## src/rtl/dark_theme_pixel_lift_top_assert.svh

```systemverilog
// Assertion macros for the pixel lift block.
// Define NO_ASSERTIONS to compile the checks away.
`ifndef DARK_THEME_PIXEL_LIFT_TOP_ASSERT_SVH
`define DARK_THEME_PIXEL_LIFT_TOP_ASSERT_SVH
`ifndef NO_ASSERTIONS
// The condition must hold in the same cycle as the trigger.
`define DTPL_ASSERT_NOW(lbl, ante, cons) \
    lbl: assert property (@(posedge aclk) disable iff (!aresetn) (ante) |-> (cons)) \
        else $error("dark_theme_pixel_lift_top: same-cycle check failed");
// The condition must hold in the cycle after the trigger.
`define DTPL_ASSERT_NEXT(lbl, ante, cons) \
    lbl: assert property (@(posedge aclk) disable iff (!aresetn) (ante) |=> (cons)) \
        else $error("dark_theme_pixel_lift_top: next-cycle check failed");
`else
`define DTPL_ASSERT_NOW(lbl, ante, cons)
`define DTPL_ASSERT_NEXT(lbl, ante, cons)
`endif
`endif

```

## src/rtl/dtpl_pkg.sv

```systemverilog
package dtpl_pkg;

    localparam int DTPL_CH_W       = 8;
    localparam int DTPL_STR_W      = 17;
    localparam int DTPL_CFG_W      = 17;
    localparam int DTPL_CFG_ADDR_W = 2;
    localparam int DTPL_LANES      = 3;
    localparam int DTPL_Q16_SHIFT  = 16;

    // Amount division: strength * (cutoff - v) / cutoff.
    localparam int DTPL_AMT_NUM_W = DTPL_STR_W + DTPL_CH_W;
    localparam int DTPL_AMT_Q_W   = DTPL_STR_W;

    // Lifted brightness in Q16 after clamping at zero.
    localparam int DTPL_POS_W = 25;

    // Channel scaling: (2*c*pos + v*2^16) >> 17, then divided by v.
    localparam int DTPL_SCL_FULL_W = DTPL_POS_W + DTPL_CH_W + 1;
    localparam int DTPL_SCL_NUM_W  = DTPL_SCL_FULL_W - (DTPL_Q16_SHIFT + 1);
    localparam int DTPL_SCL_Q_W    = DTPL_CH_W + 1;

    localparam logic [DTPL_CH_W-1:0]  DTPL_CUTOFF_RST   = 8'd192;
    localparam logic [DTPL_CH_W-1:0]  DTPL_TARGET_RST   = 8'd224;
    localparam logic [DTPL_STR_W-1:0] DTPL_STRENGTH_RST = 17'd53740;
    localparam logic                  DTPL_ALPHA_RST    = 1'b1;

    typedef enum logic [DTPL_CFG_ADDR_W-1:0] {
        DTPL_REG_CUTOFF   = 2'd0,
        DTPL_REG_TARGET   = 2'd1,
        DTPL_REG_STRENGTH = 2'd2,
        DTPL_REG_ALPHA    = 2'd3
    } dtpl_reg_t;

    typedef struct packed {
        logic [DTPL_CH_W-1:0]  cutoff;
        logic [DTPL_CH_W-1:0]  target;
        logic [DTPL_STR_W-1:0] strength;
        logic                  alpha_present;
    } dtpl_cfg_t;

    typedef struct packed {
        logic [DTPL_CH_W-1:0] red;
        logic [DTPL_CH_W-1:0] green;
        logic [DTPL_CH_W-1:0] blue;
    } dtpl_pix_t;

    // Travels alongside the amount division.
    typedef struct packed {
        dtpl_pix_t            pix;
        logic [DTPL_CH_W-1:0] v;
        logic                 pass;
    } dtpl_front_t;

    // Travels alongside the channel division.
    typedef struct packed {
        dtpl_pix_t pix;
        logic      pass;
    } dtpl_tail_t;

    localparam int DTPL_FRONT_W = $bits(dtpl_front_t);
    localparam int DTPL_TAIL_W  = $bits(dtpl_tail_t);

    function automatic logic [DTPL_CH_W-1:0] dtpl_sat8(input logic [DTPL_SCL_Q_W-1:0] q);
        return q[DTPL_SCL_Q_W-1] ? {DTPL_CH_W{1'b1}} : q[DTPL_CH_W-1:0];
    endfunction

endpackage

```

## src/rtl/dtpl_lift.sv

```systemverilog
module dtpl_lift (
    input  logic                                                  aclk,
    input  logic                                                  aresetn,
    input  logic                                                  en,
    input  logic                                                  in_valid,
    input  logic [dtpl_pkg::DTPL_AMT_Q_W-1:0]                     in_amount,
    input  dtpl_pkg::dtpl_front_t                                 in_side,
    input  dtpl_pkg::dtpl_cfg_t                                   cfg,
    output logic                                                  out_valid,
    output logic [dtpl_pkg::DTPL_LANES-1:0][dtpl_pkg::DTPL_SCL_NUM_W-1:0] out_num,
    output logic [dtpl_pkg::DTPL_CH_W-1:0]                        out_den,
    output dtpl_pkg::dtpl_tail_t                                  out_side
);

    localparam int LW = dtpl_pkg::DTPL_POS_W + 3;
    localparam int GW = dtpl_pkg::DTPL_POS_W + 1;
    localparam int FW = dtpl_pkg::DTPL_SCL_FULL_W;
    localparam int SH = dtpl_pkg::DTPL_Q16_SHIFT;

    logic                                    s1_valid_reg;
    dtpl_pkg::dtpl_front_t                   s1_reg;
    logic [dtpl_pkg::DTPL_POS_W-1:0]         pos_reg;
    logic [dtpl_pkg::DTPL_POS_W-1:0]         pos_next;
    logic signed [dtpl_pkg::DTPL_CH_W:0]     diff;
    logic signed [LW-1:0]                    lifted;

    logic                                    s2_valid_reg;
    dtpl_pkg::dtpl_tail_t                    tail_reg;
    dtpl_pkg::dtpl_tail_t                    tail_next;
    logic [dtpl_pkg::DTPL_LANES-1:0][dtpl_pkg::DTPL_SCL_NUM_W-1:0] num_reg;
    logic [dtpl_pkg::DTPL_LANES-1:0][dtpl_pkg::DTPL_SCL_NUM_W-1:0] num_next;
    logic [dtpl_pkg::DTPL_CH_W-1:0]          den_reg;
    logic [dtpl_pkg::DTPL_CH_W-1:0]          den_next;
    logic [dtpl_pkg::DTPL_LANES-1:0][dtpl_pkg::DTPL_CH_W-1:0] chan;
    logic [FW-1:0]                           scaled [dtpl_pkg::DTPL_LANES];
    logic [GW-1:0]                           grey;

    // Stage one: lifted = v*2^16 + (target - v)*amount, clamped at zero.
    always_comb begin
        diff   = $signed({1'b0, cfg.target}) - $signed({1'b0, in_side.v});
        lifted = $signed(LW'({in_side.v, {SH{1'b0}}}))
               + LW'(diff) * LW'($signed({1'b0, in_amount}));
        pos_next = lifted[LW-1] ? '0 : lifted[dtpl_pkg::DTPL_POS_W-1:0];
    end

    // Stage two: per-channel dividend. Black uses divisor one with the
    // rounded grey level as dividend.
    always_comb begin
        chan[0] = s1_reg.pix.red;
        chan[1] = s1_reg.pix.green;
        chan[2] = s1_reg.pix.blue;
        grey    = (GW'(pos_reg) + (GW'(1) << (SH - 1))) >> SH;
        for (int l = 0; l < dtpl_pkg::DTPL_LANES; l++) begin
            scaled[l] = ((FW'(chan[l]) * FW'(pos_reg)) << 1)
                      + (FW'(s1_reg.v) << SH);
            if (s1_reg.v == '0) begin
                num_next[l] = dtpl_pkg::DTPL_SCL_NUM_W'(grey);
            end else begin
                num_next[l] = scaled[l][FW-1:SH+1];
            end
        end
        den_next       = (s1_reg.v == '0) ? dtpl_pkg::DTPL_CH_W'(1) : s1_reg.v;
        tail_next.pix  = s1_reg.pix;
        tail_next.pass = s1_reg.pass;
    end

    always_ff @(posedge aclk) begin
        if (!aresetn) begin
            s1_valid_reg <= 1'b0;
            s2_valid_reg <= 1'b0;
        end else if (en) begin
            s1_valid_reg <= in_valid;
            s2_valid_reg <= s1_valid_reg;
        end
    end

    always_ff @(posedge aclk) begin
        if (en) begin
            s1_reg   <= in_side;
            pos_reg  <= pos_next;
            tail_reg <= tail_next;
            num_reg  <= num_next;
            den_reg  <= den_next;
        end
    end

    assign out_valid = s2_valid_reg;
    assign out_num   = num_reg;
    assign out_den   = den_reg;
    assign out_side  = tail_reg;

endmodule
```

## config.mk

```make
export PLATFORM = sky130hd
export DESIGN_NAME = dtpl_lift
export DESIGN_NICKNAME = d
export VERILOG_FILES = /design/src/rtl/dark_theme_pixel_lift_top_assert.svh /design/src/rtl/dtpl_pkg.sv /design/src/rtl/dtpl_lift.sv
export SDC_FILE = /design/constraint.sdc
export NUM_CORES = 2
export LEC_CHECK = 0
export ABC_AREA = 1
export BUFFER_PORTS_ARGS = -buffer_cell sky130_fd_sc_hd__buf_4
export CORE_ASPECT_RATIO = 1.1
export CORE_MARGIN = 4
export CORE_UTILIZATION = 55
export CTS_CLUSTER_DIAMETER = 40
export DETAILED_ROUTE_END_ITERATION = 10
export GPL_ROUTABILITY_DRIVEN = 0
export GPL_TIMING_DRIVEN = 0
export HOLD_SLACK_MARGIN = 0.06
export PLACE_DENSITY_LB_ADDON = 0.05
export REMOVE_ABC_BUFFERS = 1
export SYNTH_ARGS = -nofsm -noshare
export SYNTH_HDL_FRONTEND = slang
export SYNTH_SLANG_ARGS = --single-unit
```

## constraint.sdc

```tcl
create_clock -name aclk -period 7.49 [get_ports aclk]
set_input_delay 0.3745 -clock aclk [delete_from_list [all_inputs] [get_ports aclk]]
set_output_delay 0.3745 -clock aclk [all_outputs]
set_load 0.01 [all_outputs]
```

## Word-level counts from Yosys, hierarchy flattened

Index checks and enable logic that the tools add are counted.

| word-level totals | value |
|---|---|
| word-level logic and storage cells | 33 |
| input port bits | 88 |
| bits in registers | 144 |
| output and inout bits | 85 |

| cells by class | value |
|---|---|
| $add $sub $neg | 6 |
| reduce and logical (&&, ||, !) cells | 1 |
| multiply operators | 4 |
| multiplexer cells | 3 |

Operators by type and width:

| cell | count |
|---|---|
| adder 34 x 24 -> 34 bit | 3 |
| multiplier 8 x 25 -> 33 bit | 3 |
| 2-to-1 mux 10 bit | 3 |
| adder 25 x 27 -> 28 bit | 1 |
| multiplier 9 x 18 -> 27 bit | 1 |
| adder 25 x 16 -> 26 bit, second input constant | 1 |
| subtractor 8 x 8 -> 9 bit | 1 |
| logical NOT 8 bit | 1 |

## Depth between registers and ports, before layout

| depth | value |
|---|---|
| depth in word-level cells | 3 |
| mapped depth | 37 |
| depth with buffers taken out | 35 |

## Worst setup path after synthesis

No wires, ideal clock.

| timing path | value |
|---|---|
| path kind | input port to flip-flop |
| from | in cfg[18] (netlist bit) |
| to | reg pos_reg[15] (netlist bit), data pin |
| arrival | 6246 ps |
| data required time | 7234 ps |
| cell stages on the path | 27 |
| path slack | 988 ps |
| cell sequence | inv_1 ha_1 fa_1 o21ai_0 xor2_1 clkbuf_1 nor2_1 fa_1 inv_1 fa_1 inv_1 fa_1 fa_1 inv_1 fa_1 inv_1 ha_1 a21oi_1 nand2_1 a21oi_2 o21ai_2 a21oi_2 o21ai_2 a21boi_4 xnor2_2 buf_6 nor2_2 |

| between the ends | value |
|---|---|
| cells in the longest elaborated chain, start to end | 3 |

Ends and longest elaborated chain:

| what | line | text |
|---|---|---|
| start, declared | dtpl_lift.sv:8 | `input dtpl_pkg::dtpl_cfg_t cfg,` |
| subtractor 8 x 8 -> 9 bit | dtpl_lift.sv:40 | `diff = $signed({1'b0, cfg.target}) - $signed({1'b0, in_side.v});` |
| multiplier 9 x 18 -> 27 bit | dtpl_lift.sv:42 | `+ LW'(diff) * LW'($signed({1'b0, in_amount}));` |
| adder 25 x 27 -> 28 bit | dtpl_lift.sv:42 |  |
| end signal, assigned | dtpl_lift.sv:80 | `pos_reg <= pos_next;` |
| end, declared | dtpl_lift.sv:22 | `logic [dtpl_pkg::DTPL_POS_W-1:0] pos_reg;` |

No other way between the ends.
A chain may end at the register's enable or synchronous reset.

## Worst setup path after layout

| timing path | value |
|---|---|
| from | reg pos_reg[13] (netlist bit) |
| to | reg num_reg, in the netlist out_num[13], data pin |

| between the ends | value |
|---|---|
| cells in the longest elaborated chain, start to end | 2 |

Ends and longest elaborated chain:

| what | line | text |
|---|---|---|
| multiplier 8 x 25 -> 33 bit | dtpl_lift.sv:54 | `scaled[l] = ((FW'(chan[l]) * FW'(pos_reg)) << 1)` |
| adder 34 x 24 -> 34 bit | dtpl_lift.sv:55 | `+ (FW'(s1_reg.v) << SH);` |
| end signal, assigned | dtpl_lift.sv:82 | `num_reg <= num_next;` |
| end, declared | dtpl_lift.sv:30 | `logic [dtpl_pkg::DTPL_LANES-1:0][dtpl_pkg::DTPL_SCL_NUM_W-1:0] num_reg;` |

No other way between the ends.

==> results by group <==
Synthesis
  • Register area share after synthesis: 0.1321
  • Post-synth top flop: edfxtp_1
  • FFs w/ async S/R, synth: 0
  • Flops & latches, synth: 144
  • Avg Inst Size Synth: 7.393 µm²
  • Synth warn: 0
  • Number of synthesized flops with an enable pin: 142
  • Synth Cell Area: 32,580 µm²
  • Synth unique cells: 51
  • Cells after synthesis: 4,407

Layout
  • # nets final: 5,326
  • Post-layout util: 0.6025
  • Register Area: 4304 µm²
  • Share of layout cells above drive strength 1: 0.07663
  • Multi-input combinational cell area: 23,220 µm²
  • Synth-to-Final Area Change: 8.452%
  • Max reg flops: 51
  • Cell area after layout: 35,340 µm²
  • Layout filler cell count: 5,639
  • ANT cells: 0

GRT
  • Gr ovfl total: 0
  • Largest net degree at the start of global routing: 84
  • Total track usage: 0.2839
  • First-pass GRT wire length: 142,200 µm
  • Vias in the first global route: 27.44k
  • Initial antenna violation count: 1

Die
  • IO Pins: 173
  • Core ar.: 58,650 µm²
  • Die width: 240.1 µm
  • Floorplan row count: 93
  • Initial core utilization: 0.5556
  • Die area: 63,200 µm²
  • Die height: 263.3 µm

Timing
  • Min Hold Slack: 0.09249 ns
  • Worst-margin pin slew: 1.508 ns
  • Worst Skew: 0.01108 ns
  • Slew Viols, Final: 28
  • Setup Viol. Count Final: 0
  • Post-route clock period utilization: 0.9631
  • Min Clock Period, post-route: 7.214 ns
  • Max Clk Rate: 138.6 MHz
  • Max-slew headroom: -0.005188
  • Final hold violations: 0

Worst setup path
  • Slowest Stage Delay on Critical Path: 1.26 ns
  • Kind of critical path: flip-flop to flip-flop
  • Max Fanout on Critical Path: 24
  • Critical Path AT: 7.38 ns
  • FF-to-FF path depth: 25
  • Worst path required time: 7.66 ns
  • End of the worst register-to-register path: out_num[13]
  • Worst-path cell with the longest stage delay: edfxtp_1
  • Worst R2R Start: pos_reg[13]
  • Crit end category: flip-flop
  • Flop-to-flop setup slack: 0.28 ns
  • Delay-heaviest family, CP: adder cells
  • Worst path bufs/invs: 1
  • Crit start category: flip-flop

Status
  • Failing checks: max-capacitance violations, max-slew violations
  • Status: complete, but fails checks

Clock network
  • CTS clock-pin slew for the worst setup and hold paths: 0.07 ns
  • Max clock buf depth: 2
  • Root Buffer: clkbuf_16
  • Num CTS Buffers: 17
  • TritonCTS clock tree: yes
  • H-Tree Depth: 4
  • Worst skew pair latency: 0.48 ns
  • Clock sinks: 144

Detailed routing
  • Drt initial violations: 1,672
  • Drt drc: 0
  • Number of vias per cell: 5.118
  • Vias: 26.80k
  • Routed WL per cell: 17.13 µm
  • Routed Antenna Nets: 0
  • Pre-antenna DRT Iters: 6
  • Routed Wire Length: 89,690 µm

Hold path
  • WHS Path Cells: 1
  • Hold Crit Start: in_side[6]
  • Hold Crit Endpoint: s1_reg[6]
  • Worst hold path type: input pin to flip-flop

Place
  • PortBufs: 146
  • Dpl hpwl: 67,560 µm
  • DP Area: 34,060 µm²

Job
  • # Max-Cap Violations: 1
[routing by layer]
metal | routed length, µm | global-route usage
met1 | 35750 | 0.3614
met4 | 4115 | 0.1066
met3 | 5927 | 0.03541
met2 | 43880 | 0.4952
met5 | 13 | 0
[worst register-to-register path, delay by kind of cell, from the launching register on]
family | cells | cell delay (ns)
DFF | 1 | 1.26
xor gates and xnor gates | 2 | 0.80
buffers and inverters | 1 | 0.14
adders and majority gates | 6 | 2.62
AOI/OAI and AO/OA | 2 | 0.27
and+or+nand+nor | 14 | 1.85
[metrics by stage]
step / setup TNS [ns] / worst slack [ns] / cells
2_1_floorplan: 0 / 0.3381 / 4254
3_3_place_gp: -23.73 / -1.124 / 5160
3_5_place_dp: -16.88 / -0.7725 / 5161
4_1_cts: 0 / 0.1215 / 5217
5_1_grt: -0.01472 / -0.01472 / 5236
6_report: 0 / 0.2763 / 5236
[cell usage after synthesis (5+ instances only)]
cell      number  area [µm²]
a21oi_2        8       70.07
nand2_2       36       225.2
inv_2         18       67.56
edfxtp_1     142        4264
nor2_1       284        1066
o21ai_1        8       40.04
clkbuf_1     137       514.2
xnor2_1       23       201.4
fa_1         529       10590
buf_2         10       50.05
a31oi_1       19       118.9
nand3b_1       6       45.04
nand2_1     1244        4669
inv_1       1185        4448
a21o_1         5       37.54
nand4_1       14       87.58
o21bai_1      22       165.2
o31ai_1        6       45.04
o21ai_0       53       265.3
xor2_1        30       262.8
nor3_1        24       120.1
nor2_4         9       101.4
nor2_2        41       256.5
ha_1         246        3078
nand3_2        7       70.07
o21a_1         8       60.06
a21oi_1      136       680.7
nand3_1      113       565.5
[area by class of cell]
type,count,area share
timing repair buffer,189,0.04819
multi-input combinational,2906,0.6572
clock inverter,15,0.005701
clock buffer,17,0.01204
inverter,1205,0.1282
sequential,144,0.1218
tap,760,0.02691
[logic make-up (layout without fill, tap and decap cells)]
logic type      after synthesis  count (layout)  share of synthesized area
simple gates               1800            1800                     0.2267
buf+inv                    1358            1426                     0.1579
fa+ha+maj                   775             775                     0.4195
compound gates              276             276                    0.04904
flops                       144             144                     0.1321
xor+xnor                     54              55                    0.01475
[worst max path at each step]
stage / startpoint / to / cells past startpoint
floorplan: in_side[3] / pos_reg[0] / 30
global placement: in_side[3] / pos_reg[1] / 31
detailed placement: in_side[3] / pos_reg[1] / 31
CTS: in_side[3] / pos_reg[1] / 28
global route: pos_reg[11] / out_num[13] / 25
finish: pos_reg[13] / out_num[13] / 25
[timing repair]
item,CTS,global route
setup buffers,0,16
cloned,0,1
pin swaps,0,2
endpoints found under the setup margin,22,28
hold endpoints to repair,24,0
hold buffers,24,0
resized for setup,1,5
[cells in the final DEF (no fill, tap or decap), drive strengths merged]
cell type	count
ha	246
nor4	4
inv	1209
bufinv	3
o21bai	24
dlygate4sd3	24
edfxtp	142
xnor2	25
a21o	5
buf	164
nor2	334
nand2	1283
o311ai	1
dfxtp	2
a21boi	3
xor2	30
o211ai	1
nand4	14
o21ai	64
fa	529
clkinv	5
nand3	121
a31oi	19
clkbuf	18
clkinvlp	3
and2	1
and3	4
a21oi	144
o221ai	1
or4	2
nand3b	7
o31ai	6
o21a	8
nor3	26
or2	4
Power is not shown: default switching activity piles up to over one toggle a cycle in this logic, so the estimate is an artifact.
