==> src/rtl/dark_theme_pixel_lift_top_assert.svh <==
// Assertion macros for the pixel lift block.
// Define NO_ASSERTIONS to compile the checks away.
`ifndef DARK_THEME_PIXEL_LIFT_TOP_ASSERT_SVH
`define DARK_THEME_PIXEL_LIFT_TOP_ASSERT_SVH
`ifndef NO_ASSERTIONS
// The condition must hold in the same cycle as the trigger.
`define DTPL_ASSERT_NOW(lbl, ante, cons) \
    lbl: assert property (@(posedge aclk) disable iff (!aresetn) (ante) |-> (cons)) \
        else $error("dark_theme_pixel_lift_top: same-cycle check failed");
// The condition must hold in the cycle after the trigger.
`define DTPL_ASSERT_NEXT(lbl, ante, cons) \
    lbl: assert property (@(posedge aclk) disable iff (!aresetn) (ante) |=> (cons)) \
        else $error("dark_theme_pixel_lift_top: next-cycle check failed");
`else
`define DTPL_ASSERT_NOW(lbl, ante, cons)
`define DTPL_ASSERT_NEXT(lbl, ante, cons)
`endif
`endif

==> src/rtl/dtpl_pkg.sv <==
package dtpl_pkg;

    localparam int DTPL_CH_W       = 8;
    localparam int DTPL_STR_W      = 17;
    localparam int DTPL_CFG_W      = 17;
    localparam int DTPL_CFG_ADDR_W = 2;
    localparam int DTPL_LANES      = 3;
    localparam int DTPL_Q16_SHIFT  = 16;

    // Amount division: strength * (cutoff - v) / cutoff.
    localparam int DTPL_AMT_NUM_W = DTPL_STR_W + DTPL_CH_W;
    localparam int DTPL_AMT_Q_W   = DTPL_STR_W;

    // Lifted brightness in Q16 after clamping at zero.
    localparam int DTPL_POS_W = 25;

    // Channel scaling: (2*c*pos + v*2^16) >> 17, then divided by v.
    localparam int DTPL_SCL_FULL_W = DTPL_POS_W + DTPL_CH_W + 1;
    localparam int DTPL_SCL_NUM_W  = DTPL_SCL_FULL_W - (DTPL_Q16_SHIFT + 1);
    localparam int DTPL_SCL_Q_W    = DTPL_CH_W + 1;

    localparam logic [DTPL_CH_W-1:0]  DTPL_CUTOFF_RST   = 8'd192;
    localparam logic [DTPL_CH_W-1:0]  DTPL_TARGET_RST   = 8'd224;
    localparam logic [DTPL_STR_W-1:0] DTPL_STRENGTH_RST = 17'd53740;
    localparam logic                  DTPL_ALPHA_RST    = 1'b1;

    typedef enum logic [DTPL_CFG_ADDR_W-1:0] {
        DTPL_REG_CUTOFF   = 2'd0,
        DTPL_REG_TARGET   = 2'd1,
        DTPL_REG_STRENGTH = 2'd2,
        DTPL_REG_ALPHA    = 2'd3
    } dtpl_reg_t;

    typedef struct packed {
        logic [DTPL_CH_W-1:0]  cutoff;
        logic [DTPL_CH_W-1:0]  target;
        logic [DTPL_STR_W-1:0] strength;
        logic                  alpha_present;
    } dtpl_cfg_t;

    typedef struct packed {
        logic [DTPL_CH_W-1:0] red;
        logic [DTPL_CH_W-1:0] green;
        logic [DTPL_CH_W-1:0] blue;
    } dtpl_pix_t;

    // Travels alongside the amount division.
    typedef struct packed {
        dtpl_pix_t            pix;
        logic [DTPL_CH_W-1:0] v;
        logic                 pass;
    } dtpl_front_t;

    // Travels alongside the channel division.
    typedef struct packed {
        dtpl_pix_t pix;
        logic      pass;
    } dtpl_tail_t;

    localparam int DTPL_FRONT_W = $bits(dtpl_front_t);
    localparam int DTPL_TAIL_W  = $bits(dtpl_tail_t);

    function automatic logic [DTPL_CH_W-1:0] dtpl_sat8(input logic [DTPL_SCL_Q_W-1:0] q);
        return q[DTPL_SCL_Q_W-1] ? {DTPL_CH_W{1'b1}} : q[DTPL_CH_W-1:0];
    endfunction

endpackage

==> src/rtl/dtpl_div_pipe.sv <==
module dtpl_div_pipe #(
    parameter int LANES  = dtpl_pkg::DTPL_LANES,
    parameter int NUM_W  = dtpl_pkg::DTPL_SCL_NUM_W,
    parameter int DEN_W  = dtpl_pkg::DTPL_CH_W,
    parameter int Q_W    = dtpl_pkg::DTPL_SCL_Q_W,
    parameter int SIDE_W = dtpl_pkg::DTPL_TAIL_W
) (
    input  logic                            aclk,
    input  logic                            aresetn,
    input  logic                            en,
    input  logic                            in_valid,
    input  logic [LANES-1:0][NUM_W-1:0]     in_num,
    input  logic [DEN_W-1:0]                in_den,
    input  logic [SIDE_W-1:0]               in_side,
    output logic                            out_valid,
    output logic [LANES-1:0][Q_W-1:0]       out_quo,
    output logic [SIDE_W-1:0]               out_side
);

    // Restoring division, one quotient bit per stage, most significant first.
    // The caller guarantees that the quotient fits in Q_W bits.
    localparam int CW = (NUM_W > DEN_W + Q_W) ? NUM_W : DEN_W + Q_W;

    logic [Q_W-1:0]                         vld_reg;
    logic [LANES-1:0][NUM_W-1:0]            rem_reg  [Q_W];
    logic [LANES-1:0][Q_W-1:0]              quo_reg  [Q_W];
    logic [DEN_W-1:0]                       den_reg  [Q_W];
    logic [SIDE_W-1:0]                      side_reg [Q_W];

    logic [Q_W-1:0]                         vld_in;
    logic [LANES-1:0][NUM_W-1:0]            rem_in   [Q_W];
    logic [LANES-1:0][Q_W-1:0]              quo_in   [Q_W];
    logic [DEN_W-1:0]                       den_in   [Q_W];
    logic [SIDE_W-1:0]                      side_in  [Q_W];
    logic [LANES-1:0][NUM_W-1:0]            rem_next [Q_W];
    logic [LANES-1:0][Q_W-1:0]              quo_next [Q_W];

    for (genvar gs = 0; gs < Q_W; gs++) begin : g_stage
        localparam int K = Q_W - 1 - gs;
        logic [CW-1:0] den_sh;

        if (gs == 0) begin : g_first
            assign vld_in[gs]  = in_valid;
            assign rem_in[gs]  = in_num;
            assign quo_in[gs]  = '0;
            assign den_in[gs]  = in_den;
            assign side_in[gs] = in_side;
        end else begin : g_rest
            assign vld_in[gs]  = vld_reg[gs-1];
            assign rem_in[gs]  = rem_reg[gs-1];
            assign quo_in[gs]  = quo_reg[gs-1];
            assign den_in[gs]  = den_reg[gs-1];
            assign side_in[gs] = side_reg[gs-1];
        end

        assign den_sh = CW'(den_in[gs]) << K;

        always_comb begin
            rem_next[gs] = rem_in[gs];
            quo_next[gs] = quo_in[gs];
            for (int l = 0; l < LANES; l++) begin
                if (CW'(rem_in[gs][l]) >= den_sh) begin
                    rem_next[gs][l]    = NUM_W'(CW'(rem_in[gs][l]) - den_sh);
                    quo_next[gs][l][K] = 1'b1;
                end
            end
        end

        always_ff @(posedge aclk) begin
            if (!aresetn) begin
                vld_reg[gs] <= 1'b0;
            end else if (en) begin
                vld_reg[gs] <= vld_in[gs];
            end
        end

        always_ff @(posedge aclk) begin
            if (en) begin
                rem_reg[gs]  <= rem_next[gs];
                quo_reg[gs]  <= quo_next[gs];
                den_reg[gs]  <= den_in[gs];
                side_reg[gs] <= side_in[gs];
            end
        end
    end

    assign out_valid = vld_reg[Q_W-1];
    assign out_quo   = quo_reg[Q_W-1];
    assign out_side  = side_reg[Q_W-1];

endmodule

==> config.mk <==
export PLATFORM = sky130hd
export DESIGN_NAME = dtpl_div_pipe
export DESIGN_NICKNAME = d
export VERILOG_FILES = /design/src/rtl/dark_theme_pixel_lift_top_assert.svh /design/src/rtl/dtpl_pkg.sv /design/src/rtl/dtpl_div_pipe.sv
export SDC_FILE = /design/constraint.sdc
export NUM_CORES = 1
export LEC_CHECK = 0
export BUFFER_PORTS_ARGS = -buffer_cell sky130_fd_sc_hd__buf_2
export CAP_MARGIN = 25
export CORE_MARGIN = 5
export CORE_UTILIZATION = 60
export CTS_CLUSTER_SIZE = 24
export DETAILED_ROUTE_END_ITERATION = 7
export MAX_ROUTING_LAYER = met4
export PLACE_DENSITY = 0.79
export RECOVER_POWER = 100
export SETUP_SLACK_MARGIN = 0.02
export SLEW_MARGIN = 0
export SYNTH_ARGS = -nofsm -noshare
export SYNTH_HDL_FRONTEND = slang
export SYNTH_SLANG_ARGS = --single-unit
==> constraint.sdc <==
create_clock -name aclk -period 3.7 [get_ports aclk]
set_clock_uncertainty 0.15 [all_clocks]
set_input_delay 0.555 -clock aclk [delete_from_list [all_inputs] [get_ports aclk]]
set_output_delay 0.555 -clock aclk [all_outputs]
set_load 0.05 [all_outputs]
* Word-level counts from Yosys, hierarchy flattened *
Memories as Yosys holds them, arrays and structs flattened.
Cells that the tools add are included.

word-level totals
  memories kept = 4
  register bits after elaboration = 9
  RAM bits = 999
  logic and storage cells = 123
  input bits = 88

operators by class
  multiplexer cells = 56
  $add $sub $neg = 27
  $lt $le $gt $ge = 27

memories
  memory    depth  width  rd ports  clocked after memory_dff  wr ports  RTL line             text
  rem_reg   9      51     8         0                         9         dtpl_div_pipe.sv:25  logic [LANES-1:0][NUM_W-1:0] rem_reg [Q_W];
  quo_reg   9      27     9         0                         9         dtpl_div_pipe.sv:26  logic [LANES-1:0][Q_W-1:0] quo_reg [Q_W];
  side_reg  9      25     9         0                         9         dtpl_div_pipe.sv:28  logic [SIDE_W-1:0] side_reg [Q_W];
  den_reg   9      8      8         0                         9         dtpl_div_pipe.sv:27  logic [DEN_W-1:0] den_reg [Q_W];

operator list
  operator                                          count
  17-bit 2-to-1 mux                                 27
  17-bit by 10-bit >= comparator with 1-bit output  3
  17-bit by 11-bit >= comparator with 1-bit output  3
  17-bit by 12-bit >= comparator with 1-bit output  3
  17-bit by 13-bit >= comparator with 1-bit output  3
  17-bit by 14-bit >= comparator with 1-bit output  3
  17-bit by 15-bit >= comparator with 1-bit output  3
  17-bit by 16-bit >= comparator with 1-bit output  3
  17-bit by 8-bit >= comparator with 1-bit output   3
  17-bit by 9-bit >= comparator with 1-bit output   3
  17-bit by 10-bit subtractor with 17-bit output    3
  17-bit by 11-bit subtractor with 17-bit output    3
  17-bit by 12-bit subtractor with 17-bit output    3
  17-bit by 13-bit subtractor with 17-bit output    3
  17-bit by 14-bit subtractor with 17-bit output    3
  17-bit by 15-bit subtractor with 17-bit output    3
  17-bit by 16-bit subtractor with 17-bit output    3
  17-bit by 8-bit subtractor with 17-bit output     3
  17-bit by 9-bit subtractor with 17-bit output     3
  1-bit 2-to-1 mux                                  29

* Logic depth before layout (Yosys ltp) *
Gate-level depths: netlist of run 1.
An unclocked memory read counts as a cell.

  word-level depth = 3
  gate-level depth with buffers = 11
  depth with buffers taken out = 10

* Least setup slack after synthesis of run 1 *
No wires, ideal clock.

  path type = in2reg
  start point = input in_den[1]
  end point = memory rem_reg[0][12] in the netlist's numbering (data pin)
  data arrival time = 2.423 ns
  stages = 8
  setup time = 0.269 ns
  path slack = 0.859 ns
  path buffers = 1
  cells stage by stage = inv_1 ha_1 nor2b_1 o31a_1 or4_1 a31oi_1 clkbuf_1 o21ai_0

RTL lines
  what                RTL line             text
  start: declaration  dtpl_div_pipe.sv:13  input logic [DEN_W-1:0] in_den,
  end: declaration    dtpl_div_pipe.sv:25

==> reports/results.tsv, run 1 <==
metric	value	unit
synth_top_cell_by_area	edfxtp_1	
path_class	flip-flop to flip-flop	
dp.cells	3860	
die_x	265.6	µm
cp_max_fo	9	
arrival	3.60	ns
drv_cap	2	
post_cts_buffers	0	
first_global_vias	24430	
min_to	vld_in[1]	
hold_viol	0	
hold_path.startpoint	in_valid	
finalPower	0.02839	W
rsz0062_at_grt	no	
vdd_drop_max	0.4565	mV
placed_cell_area	41370	µm²
totalWireLength	81040	µm
slowest_stage	edfxtp_1	
synth-xor-area-share	4.223	%
end_kind	flip-flop	
place.gp.congestion	0.9619	
path_common_cell	o21ai_0	
synth_compound_area_share	9.831	%
remaining_drc_errors	0	
clockBufferDepth	3	
synth_edf_count	832	
io_pins	141	
synth_nets	3178	
netlist.area_leader.share	63.74	%
finalCritPeriodShare	91.54	%
stdcell_count	4064	
overflow	0	
yosys-mux-area-fraction	1.982	%
antenna_found_initial	0	
synth-seq-cells	841	
p_int	0.02011	W
pwr-share-seq	47.8	%
viasPerCell	5.825	
synth_area_leaders	edfxtp_1, ha_1, xnor2_1, o21ai_0, xor2_1	
r2r-start	den_reg[0][9]	
reg2reg_slack	0.31	ns
synth-async-reset-ratio	0	%
critPathMaxStageDelay	0.58	ns
p_leak	16.12	nW
switchingPower	0.008274	W
rr_endpoint	rem_reg[0][112]	
cts_root_buffer	clkbuf_16	
die_h	265.6	µm
cts.sinks	841	
core	64580	µm²
synth_cell_types	78	
grt_pass1_wl	130500	µm
ys_warn_count	0	
p_comb_share	24.1	%
crit_family	simple AND/OR/NAND/NOR gates	
synth_flop_cell	edfxtp_1	
synth_area	39200	µm²
synthSimpleGateAreaFrac	9.752	%
slew_violations	98	
seqCellArea	25160	µm²
initial_core_util	60.70	%
fmax	295.2	MHz
wl_per_cell	19.94	µm
tightest_slew	1.711	ns
largest_reg_flops	408	
firstDrtPassIters	7	
status	finished with violations	
violations	max-capacitance violations, max-slew violations	
synth_cells	2850	
layout.nets	3475	
grt_max_degree	106	
reg2reg_depth	8	
drive_above_1_share	8.102	%
setup_violations	0	
via_count	23670	
dp_hpwl	59930	µm
stdcell_area	44200	µm²
die-area	70540	µm²
min_delay_path_depth	3	
worstSkewPairLatency	0.64	ns
finalSetupTns	0	ns
h-tree-depth	3	
cp-start-kind	flip-flop	
worstPathRequired	3.91	ns
p_clk_share	28.1	%
multi_input_area	13280	µm²
numCtsBuffers	84	
clk_pin_slew	0.06	ns
rows	93	
layout_min_cycle_time	3.387	ns
ys_seq_area_share	64.20	%
grt.total_usage	23.79	%
synthAdderAreaFrac	8.121	%
synth_top_family_by_area	compound AO/OA/AOI/OAI gates	
hold_ws	0.04158	ns
avgSynthCellArea	13.75	µm²
cts_tree	built	
antenna_left	0	
portBuffers	140	
syn2layout_area_growth	12.76	%
relSlewSlack	-14.08	%
powerDensity	642.2	nW/µm²
path_cells	inv_1 -> ha_1 -> nor2b_1 -> o21ai_0 -> and3b_1 -> o21ai_0 -> nor4_4 -> mux2_2	
path_buf_inv	1	
min_path_type	input port to flip-flop	
antenna_cells	0	
drtIter0Drc	1699	
fill_cells	4383	
sw_frac_of_total	29.15	%
-- what timing repair did --
action / CTS / global route
hold buffers: 56 / 0
resized for setup: 0 / 0
hold endpoints to repair: 56 / 0
-- cells in the mapped netlist (all sizes together), types with 44 or more instances --
cell type	instances
nand2	133
a21o	44
nor2	192
nor3	49
inv	158
nand3	44
o21a	57
mux2	50
nor4	48
edfxtp	832
ha	216
nor2b	52
o21ai	156
xnor2	106
xor2	83
nand2b	50
a21oi	143
-- cells in the final DEF (no fill, tap or decap), drive strengths merged, types with 24 or more instances in the layout --
cell,count
edfxtp,832
clkbuf,229
ha,216
nor2,192
inv,158
o21ai,156
a21oi,143
nand2,133
xnor2,106
xor2,83
buf,69
o21a,57
dlygate4sd3,56
nor2b,52
nand2b,50
mux2,50
nor3,49
nor4,48
nand3,44
a21o,44
clkinv,35
o31a,29
a211oi,27
nand4,24
fa,24
-- worst max path at each step --
stage,from,endpoint,slack [ns],cells after the start
2_1_floorplan,in_den[1],rem_reg[0][12],0.86,8
3_3_place_gp,den_reg[0][26],rem_reg[0][211],0.39,8
3_5_place_dp,den_reg[0][11],rem_reg[0][146],0.35,7
4_1_cts,den_reg[0][11],rem_reg[0][150],0.34,8
5_1_grt,den_reg[0][26],rem_reg[0][211],0.12,9
6_report,den_reg[0][9],rem_reg[0][112],0.31,8
-- tightest hold or removal path: cells and delay by family --
kind                   cells  cell delay [ns]
buffers and inverters      1             0.07
AND/OR/NAND/NOR            1             0.11
multiplexers               1             0.06
-- cell type report --
class,count,area share (%)
Inverter,158,1.342
Timing Repair Buffer,248,3.323
Multi-Input combinational cell,1814,30.04
Clock inverter,42,0.9483
Clock buffer,106,4.991
Sequential cell,841,56.93
Tap cell,855,2.420
-- power by group through the flow --
stage                     logic [W]  clock network, W  registers [W]
after global routing        0.00760           0.00862         0.0137
after global placement      0.00649                 0         0.0136
final                       0.00683           0.00797         0.0136
after detailed placement    0.00673                 0         0.0137
after CTS                   0.00685           0.00817         0.0136
after floorplan             0.00505                 0         0.0134
-- through the flow --
| step | utilization, % | setup WS (ns) |
|---|---|---|
| 3_3_place_gp | 64.02 | 0.3859 |
| 2_1_floorplan | - | 0.8587 |
| 5_1_grt | 68.44 | 0.1179 |
| 3_5_place_dp | 64.06 | 0.3474 |
| 4_1_cts | 69.00 | 0.3374 |
| 6_report | 68.44 | 0.3129 |
-- kinds of logic after synthesis --
| family | Yosys count |
|---|---|
| flops | 841 |
| simple gates | 720 |
| compound gates | 594 |
| fa+ha+maj | 240 |
| buf+inv | 195 |
| xor+xnor | 189 |
| mux | 71 |
-- metal layers --
layer	share of wire, %	up-vias	track usage [%]
li1	-	11470	-
met1	38	11290	26.72
met2	54	724	43.31
met3	3.7	193	2.719
met4	4.4	0	9.949
met5	0	-	-
No activity file was read; power rests on OpenSTA's default activity.
==> run 2, diff against run 1 <==
HOLD_SLACK_MARGIN = 0.12   (was unset)
==> run 2 against run 1 <==
  * The flow still finishes with violations (max-capacitance violations, max-slew violations)
  * Sequential share of layout area decreased by 0.41 points
  * Via count increased by 0.57%
  * Non-clock buffer count increased by 29
  * Utilization increased by 0.50 points
  * Register-to-register slack about the same
==> reports/results.tsv, run 2 (same netlist as run 1, synthesis figures left out) <==
metric	value	unit	change
cts_root_buffer	clkbuf_16		
clockBufferDepth	3		unchanged
finalSetupTns	0	ns	unchanged
h-tree-depth	3		unchanged
multi_input_area	13280	µm²	unchanged
largest_reg_flops	408		unchanged
post_cts_buffers	0		unchanged
cp_max_fo	9		unchanged
antenna_found_initial	0		unchanged
powerDensity	638.4	nW/µm²	-0.60%
dp_hpwl	59930	µm	unchanged
grt_pass1_wl	131000	µm	+0.36%
rows	93		unchanged
cts_tree	built		
path_common_cell	o21ai_0		
drv_cap	2		unchanged
vdd_drop_max	0.4583	mV	+0.39%
drive_above_1_share	8.153	%	+0.051 points
critPathMaxStageDelay	0.58	ns	about the same
antenna_cells	0		unchanged
final_cell_mix	edfxtp_1, ha_1, nor2_1		
overflow	0		unchanged
path_buf_inv	1		unchanged
die-area	70540	µm²	unchanged
top_layer	met4		
met3_length	3105	µm	+4.7%
arrival	3.60	ns	about the same
end_kind	flip-flop		
finalCritPeriodShare	91.73	%	+0.18 points
remaining_drc_errors	0		unchanged
crit_family	simple AND/OR/NAND/NOR gates		
grt.total_usage	23.89	%	+0.093 points
placed_cell_area	41370	µm²	unchanged
path_cells	inv_1 -> ha_1 -> nor2b_1 -> o21ai_0 -> and3b_1 -> o21ai_0 -> nor4_4 -> mux2_2		
hold_viol	0		unchanged
portBuffers	140		unchanged
slowest_stage	edfxtp_1		
die_x	265.6	µm	unchanged
initial_core_util	60.70	%	unchanged
worstSkewPairLatency	0.64	ns	about the same
finalPower	0.02842	W	+0.12%
place.gp.congestion	0.9619		unchanged
io_pins	141		unchanged
grt_max_degree	106		unchanged
drtIter0Drc	1712		+0.77%
setup_violations	0		unchanged
worstPathRequired	3.91	ns	about the same
layout.nets	3504		+0.83%
clk_pin_slew	0.06	ns	about the same
p_leak	16.27	nW	+0.89%
fmax	294.7	MHz	-0.20%
core	64580	µm²	unchanged
final_common_cell	edfxtp_1		
cp-start-kind	flip-flop		
antenna_left	0		unchanged
dp_slack	0.3474	ns	unchanged
slew_violations	97		-1.0%
layout_min_cycle_time	3.394	ns	+0.006730 ns
first_global_vias	24590		+0.63%
via_count	23810		+0.57%
stdcell_area	44520	µm²	+0.72%
hold_ws	0.1707	ns	+0.1292 ns
rsz0062_at_grt	no		
seqCellArea	25160	µm²	unchanged
totalWireLength	81340	µm	+0.38%
relSlewSlack	-14.04	%	+0.040 points
path_class	flip-flop to flip-flop		
setup_ws	0.3062	ns	-0.006730 ns
wl_per_cell	19.87	µm	-0.33%
syn2layout_area_growth	13.58	%	
tightest_slew	1.711	ns	-0.0006021 ns
numCtsBuffers	84		unchanged
die_h	265.6	µm	unchanged
firstDrtPassIters	5		-2
fill_cells	4344		-0.89%
m1WireLength	30640	µm	-0.46%
cts.sinks	841		unchanged
status	finished with violations		
min_path_type	input port to flip-flop		
viasPerCell	5.817		-0.15%
route.met2.wl	44020	µm	+0.66%
violations	max-capacitance violations, max-slew violations		
## run 2: changes by cell type in the layout (fill, tap and decap cells not counted), sizes merged
cell / change
dlygate4sd3: +29
clkbuf: -4
buf: +4
## run 2: worst register-to-register path: stages (launching register included)
cell      delay [ns]
edfxtp_1        0.58
inv_1           0.23
ha_1            0.35
nor2b_1         0.15
o21ai_0         0.24
and3b_1         0.19
o21ai_0         0.27
nor4_4          0.55
mux2_2          0.41
## run 2: final timing paths
path,start,end,slack [ns],depth (start not counted)
max,den_reg[0][9],rem_reg[0][112],0.31,8
min,in_num[15],rem_reg[0][15],0.17,2
max reg2reg,den_reg[0][9],rem_reg[0][112],0.31,8
min reg2reg,side_reg[0][54],side_reg[0][79],0.26,0
## run 2: where the power goes
| group | switching, W | total [W] | internal [W] | leakage (nW) |
|---|---|---|---|---|
| Sequential | 0.00102 | 0.0136 | 0.0126 | 8.08 |
| Combinational | 0.00382 | 0.00687 | 0.00305 | 6.92 |
| Clock | 0.00344 | 0.00798 | 0.00453 | 1.26 |
## run 2: through the flow
stage                     std cells  utilization, %
after CTS                      4093           69.45
final                          4093           68.94
after detailed placement       3860           64.06
after floorplan                2850               -
after global placement         3857           64.02
after global routing           4093           68.94
## run 2: cell type report
cell class | count | share of cell area (%)
well taps | 855 | 2.403
multi-input cells | 1814 | 29.83
repair buffers | 277 | 4.019
clock inverters | 42 | 0.9415
inverters | 158 | 1.332
clock buffers | 106 | 4.955
flip-flops and latches | 841 | 56.52
## run 2: repair_timing
action                    in CTS  in global routing
hold buffers                  85                  0
hold endpoints to repair      91                  0
resized for setup              0                  0
## run 2: per-layer routing
metal / vias up / global-route usage, %
met5: - / -
met4: 0 / 10.00
met3: 189 / 2.719
met2: 758 / 43.52
met1: 11340 / 26.79
li1: 11520 / -
